File: src/sle_pkg.sv
// ----------------------------------------------------------------------------
// sle_pkg: shared codes for the sequential list engine
// Request codes, status codes and sequencer states.
// ----------------------------------------------------------------------------
`default_nettype none

package sle_pkg;

  // request codes
  localparam logic [2:0] F_INSERT = 3'd0;
  localparam logic [2:0] F_DELETE = 3'd1;
  localparam logic [2:0] F_GET    = 3'd2;
  localparam logic [2:0] F_LOCATE = 3'd3;
  localparam logic [2:0] F_PRED   = 3'd4;
  localparam logic [2:0] F_SUCC   = 3'd5;
  localparam logic [2:0] F_CLEAR  = 3'd6;
  localparam logic [2:0] F_UNUSED = 3'd7;

  // status codes
  localparam logic [1:0] ST_OK       = 2'd0;
  localparam logic [1:0] ST_RANGE    = 2'd1;
  localparam logic [1:0] ST_NOTFOUND = 2'd2;
  localparam logic [1:0] ST_FULL     = 2'd3;

  typedef enum logic [2:0] {
    S_IDLE,
    S_CHECK,
    S_SHIFT_UP,
    S_SHIFT_DN,
    S_DRAIN,
    S_PUT,
    S_SCAN,
    S_RESP
  } state_t;

endpackage

`default_nettype wire

File: src/sle_ram.sv
// ----------------------------------------------------------------------------
// sle_ram: generic single-write, single-read RAM
// One write port and one read port with registered read data.
// ----------------------------------------------------------------------------
`default_nettype none

module sle_ram #(
  parameter int WIDTH = 32,
  parameter int DEPTH = 16
) (
  input  wire logic                     clk,
  input  wire logic                     wr_en,
  input  wire logic [$clog2(DEPTH)-1:0] wr_addr,
  input  wire logic [WIDTH-1:0]         wr_data,
  input  wire logic [$clog2(DEPTH)-1:0] rd_addr,
  output logic      [WIDTH-1:0]         rd_data
);

  logic [WIDTH-1:0] mem [DEPTH];

  always_ff @(posedge clk) begin
    if (wr_en) begin
      mem[wr_addr] <= wr_data;
    end
    rd_data <= mem[rd_addr];
  end

endmodule

`default_nettype wire

File: src/sle_key.sv
// ----------------------------------------------------------------------------
// sle_key: search key register and shared compare unit
// Holds the key (optionally squared, wrapping) and compares one element.
// ----------------------------------------------------------------------------
`default_nettype none

module sle_key (
  input  wire logic               clk,
  input  wire logic               load,
  input  wire logic               square,
  input  wire logic signed [31:0] operand,
  input  wire logic        [31:0] elem,
  output logic                    match
);

  logic [31:0] key;
  logic [31:0] key_next;

  // keep the low 32 bits of the product only
  always_comb begin
    key_next = square ? 32'(operand * operand) : operand;
  end

  always_ff @(posedge clk) begin
    if (load) begin
      key <= key_next;
    end
  end

  assign match = (elem == key);

endmodule

`default_nettype wire

File: src/sequential_list_engine_core.sv
// ----------------------------------------------------------------------------
// sequential_list_engine_core: fixed-capacity ordered list of 32-bit elements
// Insert, delete, get, locate, predecessor, successor and clear on a
// RAM-backed list, walked one entry per cycle by a small sequencer.
// ----------------------------------------------------------------------------
// Usage:
//   Command channel: a request transfers at a rising edge with start high and
//   busy low (func, position, value, relation). busy stays high until the
//   result has been shown.
//   Result channel: done is high for exactly one cycle; status, result_value,
//   found_position, count and is_empty are valid in that cycle only. The
//   receiver cannot stall, so the result is dropped after that cycle.
//   Sequence: every request is checked first. Clear, the unused code, a bad
//   position, a full list, an empty list for locate and fewer than two
//   entries for predecessor/successor go straight to the result. Insert at
//   the tail writes the new entry and responds; otherwise insert moves the
//   entries up by one, drains and then writes. Delete and get read the
//   entries down and drain; locate scans; predecessor/successor scan and
//   then read the neighbor. Entries pass through the single RAM read port,
//   one entry per cycle; one request at a time.
//   Reset clears the length to zero; element storage is not cleared, since
//   only entries below the length are ever read.
// ----------------------------------------------------------------------------
`default_nettype none

module sequential_list_engine_core #(
  parameter int CAPACITY = 16
) (
  input  wire logic               clk,
  input  wire logic               rst,
  input  wire logic               start,
  output logic                    busy,
  input  wire logic        [2:0]  func,
  input  wire logic        [4:0]  position,
  input  wire logic signed [31:0] value,
  input  wire logic               relation,
  output logic                    done,
  output logic             [1:0]  status,
  output logic signed      [31:0] result_value,
  output logic             [4:0]  found_position,
  output logic             [4:0]  count,
  output logic                    is_empty
);

  import sle_pkg::*;

  localparam int IW = $clog2(CAPACITY);
  localparam int LW = $clog2(CAPACITY + 1);
  localparam int CW = ((LW > 5) ? LW : 5) + 1;

  state_t state;
  state_t state_next;

  // request registers
  logic        [2:0]  func_r;
  logic        [4:0]  pos_r;
  logic signed [31:0] val_r;

  // list and walk state
  logic [LW-1:0] length;
  logic [IW-1:0] cursor;
  logic [IW-1:0] limit;
  logic [IW-1:0] tag;
  logic          pend;
  logic          pend_rv;
  logic          first;
  logic          scan_more;

  // result registers
  logic        [1:0]  status_r;
  logic signed [31:0] rv_r;
  logic        [4:0]  fp_r;

  // RAM and compare unit
  logic          wr_en;
  logic [IW-1:0] wr_addr;
  logic [31:0]   wr_data;
  logic [IW-1:0] rd_addr;
  logic [31:0]   rd_data;
  logic          match;
  logic          accept;

  // request checks
  logic [CW-1:0] p_ext;
  logic [CW-1:0] n_ext;
  logic [IW-1:0] pos_idx;
  logic          ins_bad;
  logic          is_full;
  logic          pos_bad;
  logic          at_tail;
  logic          few;
  logic          none;
  logic          at_limit;
  logic          hit;

  assign accept = start && !busy;

  always_comb begin
    p_ext    = CW'(pos_r);
    n_ext    = CW'(length);
    pos_idx  = IW'(p_ext - CW'(1));
    ins_bad  = (p_ext == '0) || (p_ext > n_ext + CW'(1));
    is_full  = (n_ext == CW'(CAPACITY));
    pos_bad  = (p_ext == '0) || (p_ext > n_ext);
    at_tail  = (p_ext == n_ext + CW'(1));
    few      = (n_ext < CW'(2));
    none     = (length == '0);
    at_limit = (cursor == limit);
    hit      = pend && match;
  end

  sle_ram #(
    .WIDTH (32),
    .DEPTH (CAPACITY)
  ) u_store (
    .clk     (clk),
    .wr_en   (wr_en),
    .wr_addr (wr_addr),
    .wr_data (wr_data),
    .rd_addr (rd_addr),
    .rd_data (rd_data)
  );

  // square the key only for locate with the squared rule
  sle_key u_key (
    .clk     (clk),
    .load    (accept),
    .square  (relation && (func == F_LOCATE)),
    .operand (value),
    .elem    (rd_data),
    .match   (match)
  );

  // ---------------- sequencer ----------------
  always_ff @(posedge clk) begin
    if (rst) begin
      state <= S_IDLE;
    end else begin
      state <= state_next;
    end
  end

  always_comb begin
    state_next = state;
    case (state)
      S_IDLE: begin
        if (start) begin
          state_next = S_CHECK;
        end
      end
      S_CHECK: begin
        case (func_r)
          F_INSERT: begin
            if (ins_bad || is_full) begin
              state_next = S_RESP;
            end else if (at_tail) begin
              state_next = S_PUT;
            end else begin
              state_next = S_SHIFT_UP;
            end
          end
          F_DELETE, F_GET: begin
            state_next = pos_bad ? S_RESP : S_SHIFT_DN;
          end
          F_LOCATE: begin
            state_next = none ? S_RESP : S_SCAN;
          end
          F_PRED, F_SUCC: begin
            state_next = few ? S_RESP : S_SCAN;
          end
          default: begin
            state_next = S_RESP;
          end
        endcase
      end
      S_SHIFT_UP, S_SHIFT_DN: begin
        if (at_limit) begin
          state_next = S_DRAIN;
        end
      end
      S_DRAIN: begin
        state_next = (func_r == F_INSERT) ? S_PUT : S_RESP;
      end
      S_PUT: begin
        state_next = S_RESP;
      end
      S_SCAN: begin
        if (hit) begin
          state_next = (func_r == F_LOCATE) ? S_RESP : S_SHIFT_DN;
        end else if (!scan_more) begin
          state_next = S_RESP;
        end
      end
      S_RESP: begin
        state_next = S_IDLE;
      end
      default: begin
        state_next = S_IDLE;
      end
    endcase
  end

  // sequencer outputs: RAM port control and handshake
  always_comb begin
    busy    = 1'b1;
    done    = 1'b0;
    rd_addr = cursor;
    wr_en   = 1'b0;
    wr_addr = tag;
    wr_data = rd_data;
    case (state)
      S_IDLE: begin
        busy = 1'b0;
      end
      S_SHIFT_UP, S_SHIFT_DN, S_DRAIN: begin
        // retire the entry read last cycle into its new slot, except the returned element
        wr_en = pend && !pend_rv;
      end
      S_PUT: begin
        wr_en   = 1'b1;
        wr_addr = pos_idx;
        wr_data = val_r;
      end
      S_RESP: begin
        done = 1'b1;
      end
      default: begin
        busy = 1'b1;
      end
    endcase
  end

  // ---------------- datapath ----------------
  always_ff @(posedge clk) begin
    if (rst) begin
      length    <= '0;
      pend      <= 1'b0;
      pend_rv   <= 1'b0;
      first     <= 1'b0;
      scan_more <= 1'b0;
    end else begin
      case (state)
        S_IDLE: begin
          if (start) begin
            func_r   <= func;
            pos_r    <= position;
            val_r    <= value;
            status_r <= ST_OK;
            rv_r     <= '0;
            fp_r     <= '0;
          end
        end
        S_CHECK: begin
          pend      <= 1'b0;
          pend_rv   <= 1'b0;
          first     <= 1'b1;
          scan_more <= 1'b1;
          case (func_r)
            F_INSERT: begin
              if (ins_bad) begin
                status_r <= ST_RANGE;
              end else if (is_full) begin
                status_r <= ST_FULL;
              end
              // move entries n-1 down to p-1 up by one
              cursor <= IW'(n_ext - CW'(1));
              limit  <= pos_idx;
            end
            F_DELETE: begin
              if (pos_bad) begin
                status_r <= ST_RANGE;
              end else begin
                length <= length - LW'(1);
              end
              cursor <= pos_idx;
              limit  <= IW'(n_ext - CW'(1));
            end
            F_GET: begin
              if (pos_bad) begin
                status_r <= ST_RANGE;
              end
              cursor <= pos_idx;
              limit  <= pos_idx;
            end
            F_LOCATE: begin
              if (none) begin
                status_r <= ST_NOTFOUND;
              end
              cursor <= '0;
              limit  <= IW'(n_ext - CW'(1));
            end
            F_PRED: begin
              // a match at the first entry has no predecessor
              if (few) begin
                status_r <= ST_NOTFOUND;
              end
              cursor <= IW'(1);
              limit  <= IW'(n_ext - CW'(1));
            end
            F_SUCC: begin
              // a match at the last entry has no successor
              if (few) begin
                status_r <= ST_NOTFOUND;
              end
              cursor <= '0;
              limit  <= IW'(n_ext - CW'(2));
            end
            F_CLEAR: begin
              length <= '0;
            end
            default: begin
              length <= length;
            end
          endcase
        end
        S_SHIFT_UP: begin
          tag     <= cursor + IW'(1);
          pend    <= 1'b1;
          pend_rv <= 1'b0;
          cursor  <= cursor - IW'(1);
        end
        S_SHIFT_DN: begin
          // the first entry read is the returned element
          if (pend && pend_rv) begin
            rv_r <= rd_data;
          end
          tag     <= cursor - IW'(1);
          pend    <= 1'b1;
          pend_rv <= first;
          first   <= 1'b0;
          cursor  <= cursor + IW'(1);
        end
        S_DRAIN: begin
          if (pend && pend_rv) begin
            rv_r <= rd_data;
          end
          pend <= 1'b0;
        end
        S_PUT: begin
          length <= length + LW'(1);
        end
        S_SCAN: begin
          if (hit) begin
            pend  <= 1'b0;
            first <= 1'b1;
            case (func_r)
              F_LOCATE: begin
                fp_r <= 5'(LW'(tag) + LW'(1));
              end
              F_PRED: begin
                cursor <= tag - IW'(1);
                limit  <= tag - IW'(1);
              end
              default: begin
                cursor <= tag + IW'(1);
                limit  <= tag + IW'(1);
              end
            endcase
          end else if (scan_more) begin
            tag  <= cursor;
            pend <= 1'b1;
            if (at_limit) begin
              scan_more <= 1'b0;
            end else begin
              cursor <= cursor + IW'(1);
            end
          end else begin
            status_r <= ST_NOTFOUND;
            pend     <= 1'b0;
          end
        end
        default: begin
          pend <= pend;
        end
      endcase
    end
  end

  assign status         = status_r;
  assign result_value   = rv_r;
  assign found_position = fp_r;
  assign count          = 5'(length);
  assign is_empty       = (length == '0);

  // ---------------- assertions ----------------
  a_accept_busy : assert property (@(posedge clk) disable iff (rst)
    (start && !busy) |=> busy)
    else $error("accepted request did not raise busy");

  a_done_single : assert property (@(posedge clk) disable iff (rst)
    done |=> (!done && !busy))
    else $error("result strobe not followed by idle");

  a_len_bound : assert property (@(posedge clk) disable iff (rst)
    length <= LW'(CAPACITY))
    else $error("list length beyond capacity");

  a_full_len : assert property (@(posedge clk) disable iff (rst)
    (done && (status == ST_FULL)) |-> (length == LW'(CAPACITY)))
    else $error("full status with list not full");

endmodule

`default_nettype wire
File: config.mk
export PLATFORM = sky130hd
export DESIGN_NAME = sequential_list_engine_core
export DESIGN_NICKNAME = d
export VERILOG_FILES = /design/src/sle_pkg.sv /design/src/sle_ram.sv /design/src/sle_key.sv /design/src/sequential_list_engine_core.sv
export SDC_FILE = /design/constraint.sdc
export NUM_CORES = 2
export LEC_CHECK = 0
export BUFFER_PORTS_ARGS = -buffer_cell sky130_fd_sc_hd__buf_2
export CAP_MARGIN = 25
export CORE_MARGIN = 2
export CORE_UTILIZATION = 40
export CTS_CLUSTER_SIZE = 14
export DETAILED_ROUTE_END_ITERATION = 8
export GPL_TIMING_DRIVEN = 0
export MAX_ROUTING_LAYER = met4
export PLACE_DENSITY = 0.58
export SYNTH_ARGS = -nofsm -noshare
export SYNTH_HDL_FRONTEND = slang
export SYNTH_SLANG_ARGS = --single-unit
File: constraint.sdc
create_clock -name clk -period 9.6 [get_ports clk]
set_clock_uncertainty 0.15 [all_clocks]
set_input_delay 0.96 -clock clk [delete_from_list [all_inputs] [get_ports clk]]
set_output_delay 0.96 -clock clk [all_outputs]
set_load 0.03 [all_outputs]
==> summary.txt <==
Critical path
  • Crit-path most repeated cell: fa_1
  • Flop2flop setup slack: 5.31 ns
  • Crit Path Category: in -> reg
  • Slowest CP cell: clkbuf_1
  • CP top delay family: adder cells
  • Crit path buffers/inverters: 8
  • CP Max Fanout: 10
  • R2R depth: 9
  • FF-to-FF End: u_store.mem[14][26]
  • Reg-to-reg startpoint: state[2]
  • CP Launch Type: input port
  • Worst EP arrival: 9.25 ns
  • Critical path required time: 9.79 ns
  • Max stage delay on crit path: 0.82 ns
  • CP endpoint kind: flop

STA
  • RSZ-0062 raised after global routing: no
  • Tcrit/Tclk final: 94.4%
  • Worst hold slack: 0.326 ns
  • Setup violations, final: 0
  • Worst Max-Slew Pin Slew: 1.11 ns
  • Max Freq: 110 MHz
  • Slew Viols, Final: 0
  • Fin. Hold Viols: 0
  • Slew headroom: 25.8%
  • Tmin final: 9.06 ns

CTS
  • Post-CTS Setup Bufs: 0
  • CTS Buffer Depth: 3
  • Post-cts gate resize count: 0
  • Clock root cell: clkbuf_16
  • CTS clock-pin slew for the worst setup and hold paths: 0.06 ns
  • Sinks on the clock net: 679
  • CTS H-Tree Depth: 3
  • CTS Buf Count: 68
  • Post-CTS Hold Fix Bufs: 0
  • Worst-skew pair later-pin latency: 0.62 ns
  • CTS tree: built

Global routing
  • Global Route Usage Sum: 22.6%
  • Antenna violations before repair: 11
  • Vias in the first global route: 24.5k
  • Largest net degree at the start of global routing: 33
  • Wire length of the first global-routing pass: 164000 µm
  • Grt ovf: 0

Detailed routing
  • DR iter-0 viols: 2620
  • Via-per-instance ratio: 5.29
  • Vias: 24.0k
  • # DRC: 0
  • Detail Route Antenna Nets: 0
  • Pre-Repair DR Iteration Count: 6
  • Drt wl/cell: 24.9 µm
  • Total wire length: 113000 µm

Die
  • Die Span Y: 323 µm
  • Core Rows: 117
  • Die area: 105000 µm²
  • Die width: 323 µm
  • Core area: 101000 µm²
  • Initial Utilization: 40.2%
  • # IOs: 91

Yosys
  • EDFF count, synth: 635
  • Seq/Total Area, Yosys: 48.9%
  • Synthesized instance count: 2915
  • Yosys cell types: 71
  • Yosys reg bits: 679
  • Syn_area_per_cell: 14.0 µm²
  • Ys async rst share: 0%
  • Post-synthesis cell area: 40800 µm²
  • Ys Warns: 0
  • Syn Nets: 3497
  • Ys flop type: edfxtp_1

Flow run
  • Max cap viols: 0

Final layout
  • Fin area: 45900 µm²
  • Layout cell share with drive strength beyond 1: 13.2%
  • Leading cell type in the layout, fill and taps excluded: edfxtp_1
  • Synthesis-to-layout area growth: 12.5%
  • Final Net Count: 3690
  • Fin util: 45.2%
  • Commonest cells after routing, fill and taps aside: edfxtp_1, inv_1, fa_1

Worst hold path
  • Hold Path Class: reg -> reg
  • Hold Path Depth: 2
  • Worst hold start: first
  • Hold EP: pend_rv

Placed design
  • Placed Instance Area: 43700 µm²
  • Post-DP HPWL: 83800 µm
  • Global placement routability congestion: 0.946
  • PortBufs: 89

Run status
  • Status: completed
==> final cells by class <==
cell class | count | area (µm²)
fill | 9067 | 55500
sequential | 679 | 19900
multi-input combinational | 1667 | 18800
clock buffer | 98 | 1880
tap | 1368 | 1710
inverter | 448 | 1680
timing repair buffer | 123 | 1080
buffer | 121 | 473
clock inverter | 28 | 288
antenna | 3 | 7.51
==> synth_stat cells, types with 54 or more instances <==
cell type	n	area share, %
mux4_2	160	8.8
o21ai_0	61	0.75
fa_1	366	18
xnor2_1	57	1.2
nor2_1	69	0.63
nand2_1	261	2.4
ha_1	172	5.3
and2_1	159	2.4
edfxtp_1	635	47
xor2_1	54	1.2
clkbuf_1	97	0.89
inv_1	447	4.1
==> kinds of logic (layout without fill, tap and decap cells) <==
family                     Yosys count  after routing  share of synthesized area (%)
buffers and inverters              569            818                           5.28
DFF                                679            679                           48.9
other                                0              3                              0
xor gates and xnor gates           111            111                           2.38
AOI/OAI and AO/OA                  222            222                           3.56
muxes                              170            170                           9.08
and+or+nand+nor                    626            626                           7.56
adders and majority gates          538            538                           23.2
==> metal layers <==
metal	GRT usage, %	up-vias	part of all wire (%)
li1	-	10424	-
met1	32.0	12434	44
met2	33.3	993	45
met5	-	-	0
met3	4.66	161	8.3
met4	5.34	0	2.4
==> per-stage QoR <==
| stage | TNS (ns) | setup WS [ns] | std cells |
|---|---|---|---|
| floorplan | 0 | 1.84 | 2915 |
| global placement | -0.0115 | -0.0115 | 4372 |
| detailed placement | 0 | 0.0150 | 4404 |
| CTS | 0 | 0.665 | 4530 |
| global route | 0 | 0.166 | 4533 |
| finish | 0 | 0.538 | 4535 |
==> worst max path at each step <==
stage             start             to  slack [ns]  depth (start not counted)
5_1_grt        value[4]  u_key.key[29]        0.17                         26
3_3_place_gp   value[4]  u_key.key[29]       -0.01                         26
4_1_cts        value[4]  u_key.key[31]        0.67                         24
2_1_floorplan  value[4]  u_key.key[27]        1.84                         23
6_report       value[4]  u_key.key[29]        0.54                         26
3_5_place_dp   value[4]  u_key.key[29]        0.01                         26
==> flip-flops by register name (all words and copies together) (netlist names), 5 cells and up <==
name / cells
u_store.rd_data: 32
u_store.mem: 512
found_position: 5
pos_r: 5
u_key.key: 32
val_r: 32
count: 5
result_value: 32
==> tightest hold or removal path, delay by kind of cell, from the launching register on <==
kind            cells  cell delay [ns]
simple gates        1             0.06
compound gates      1             0.06
flops               1             0.31
Power is left out: the tool's default activity adds up to more than one toggle a clock period on the data nets, which glitch-free logic cannot reach.
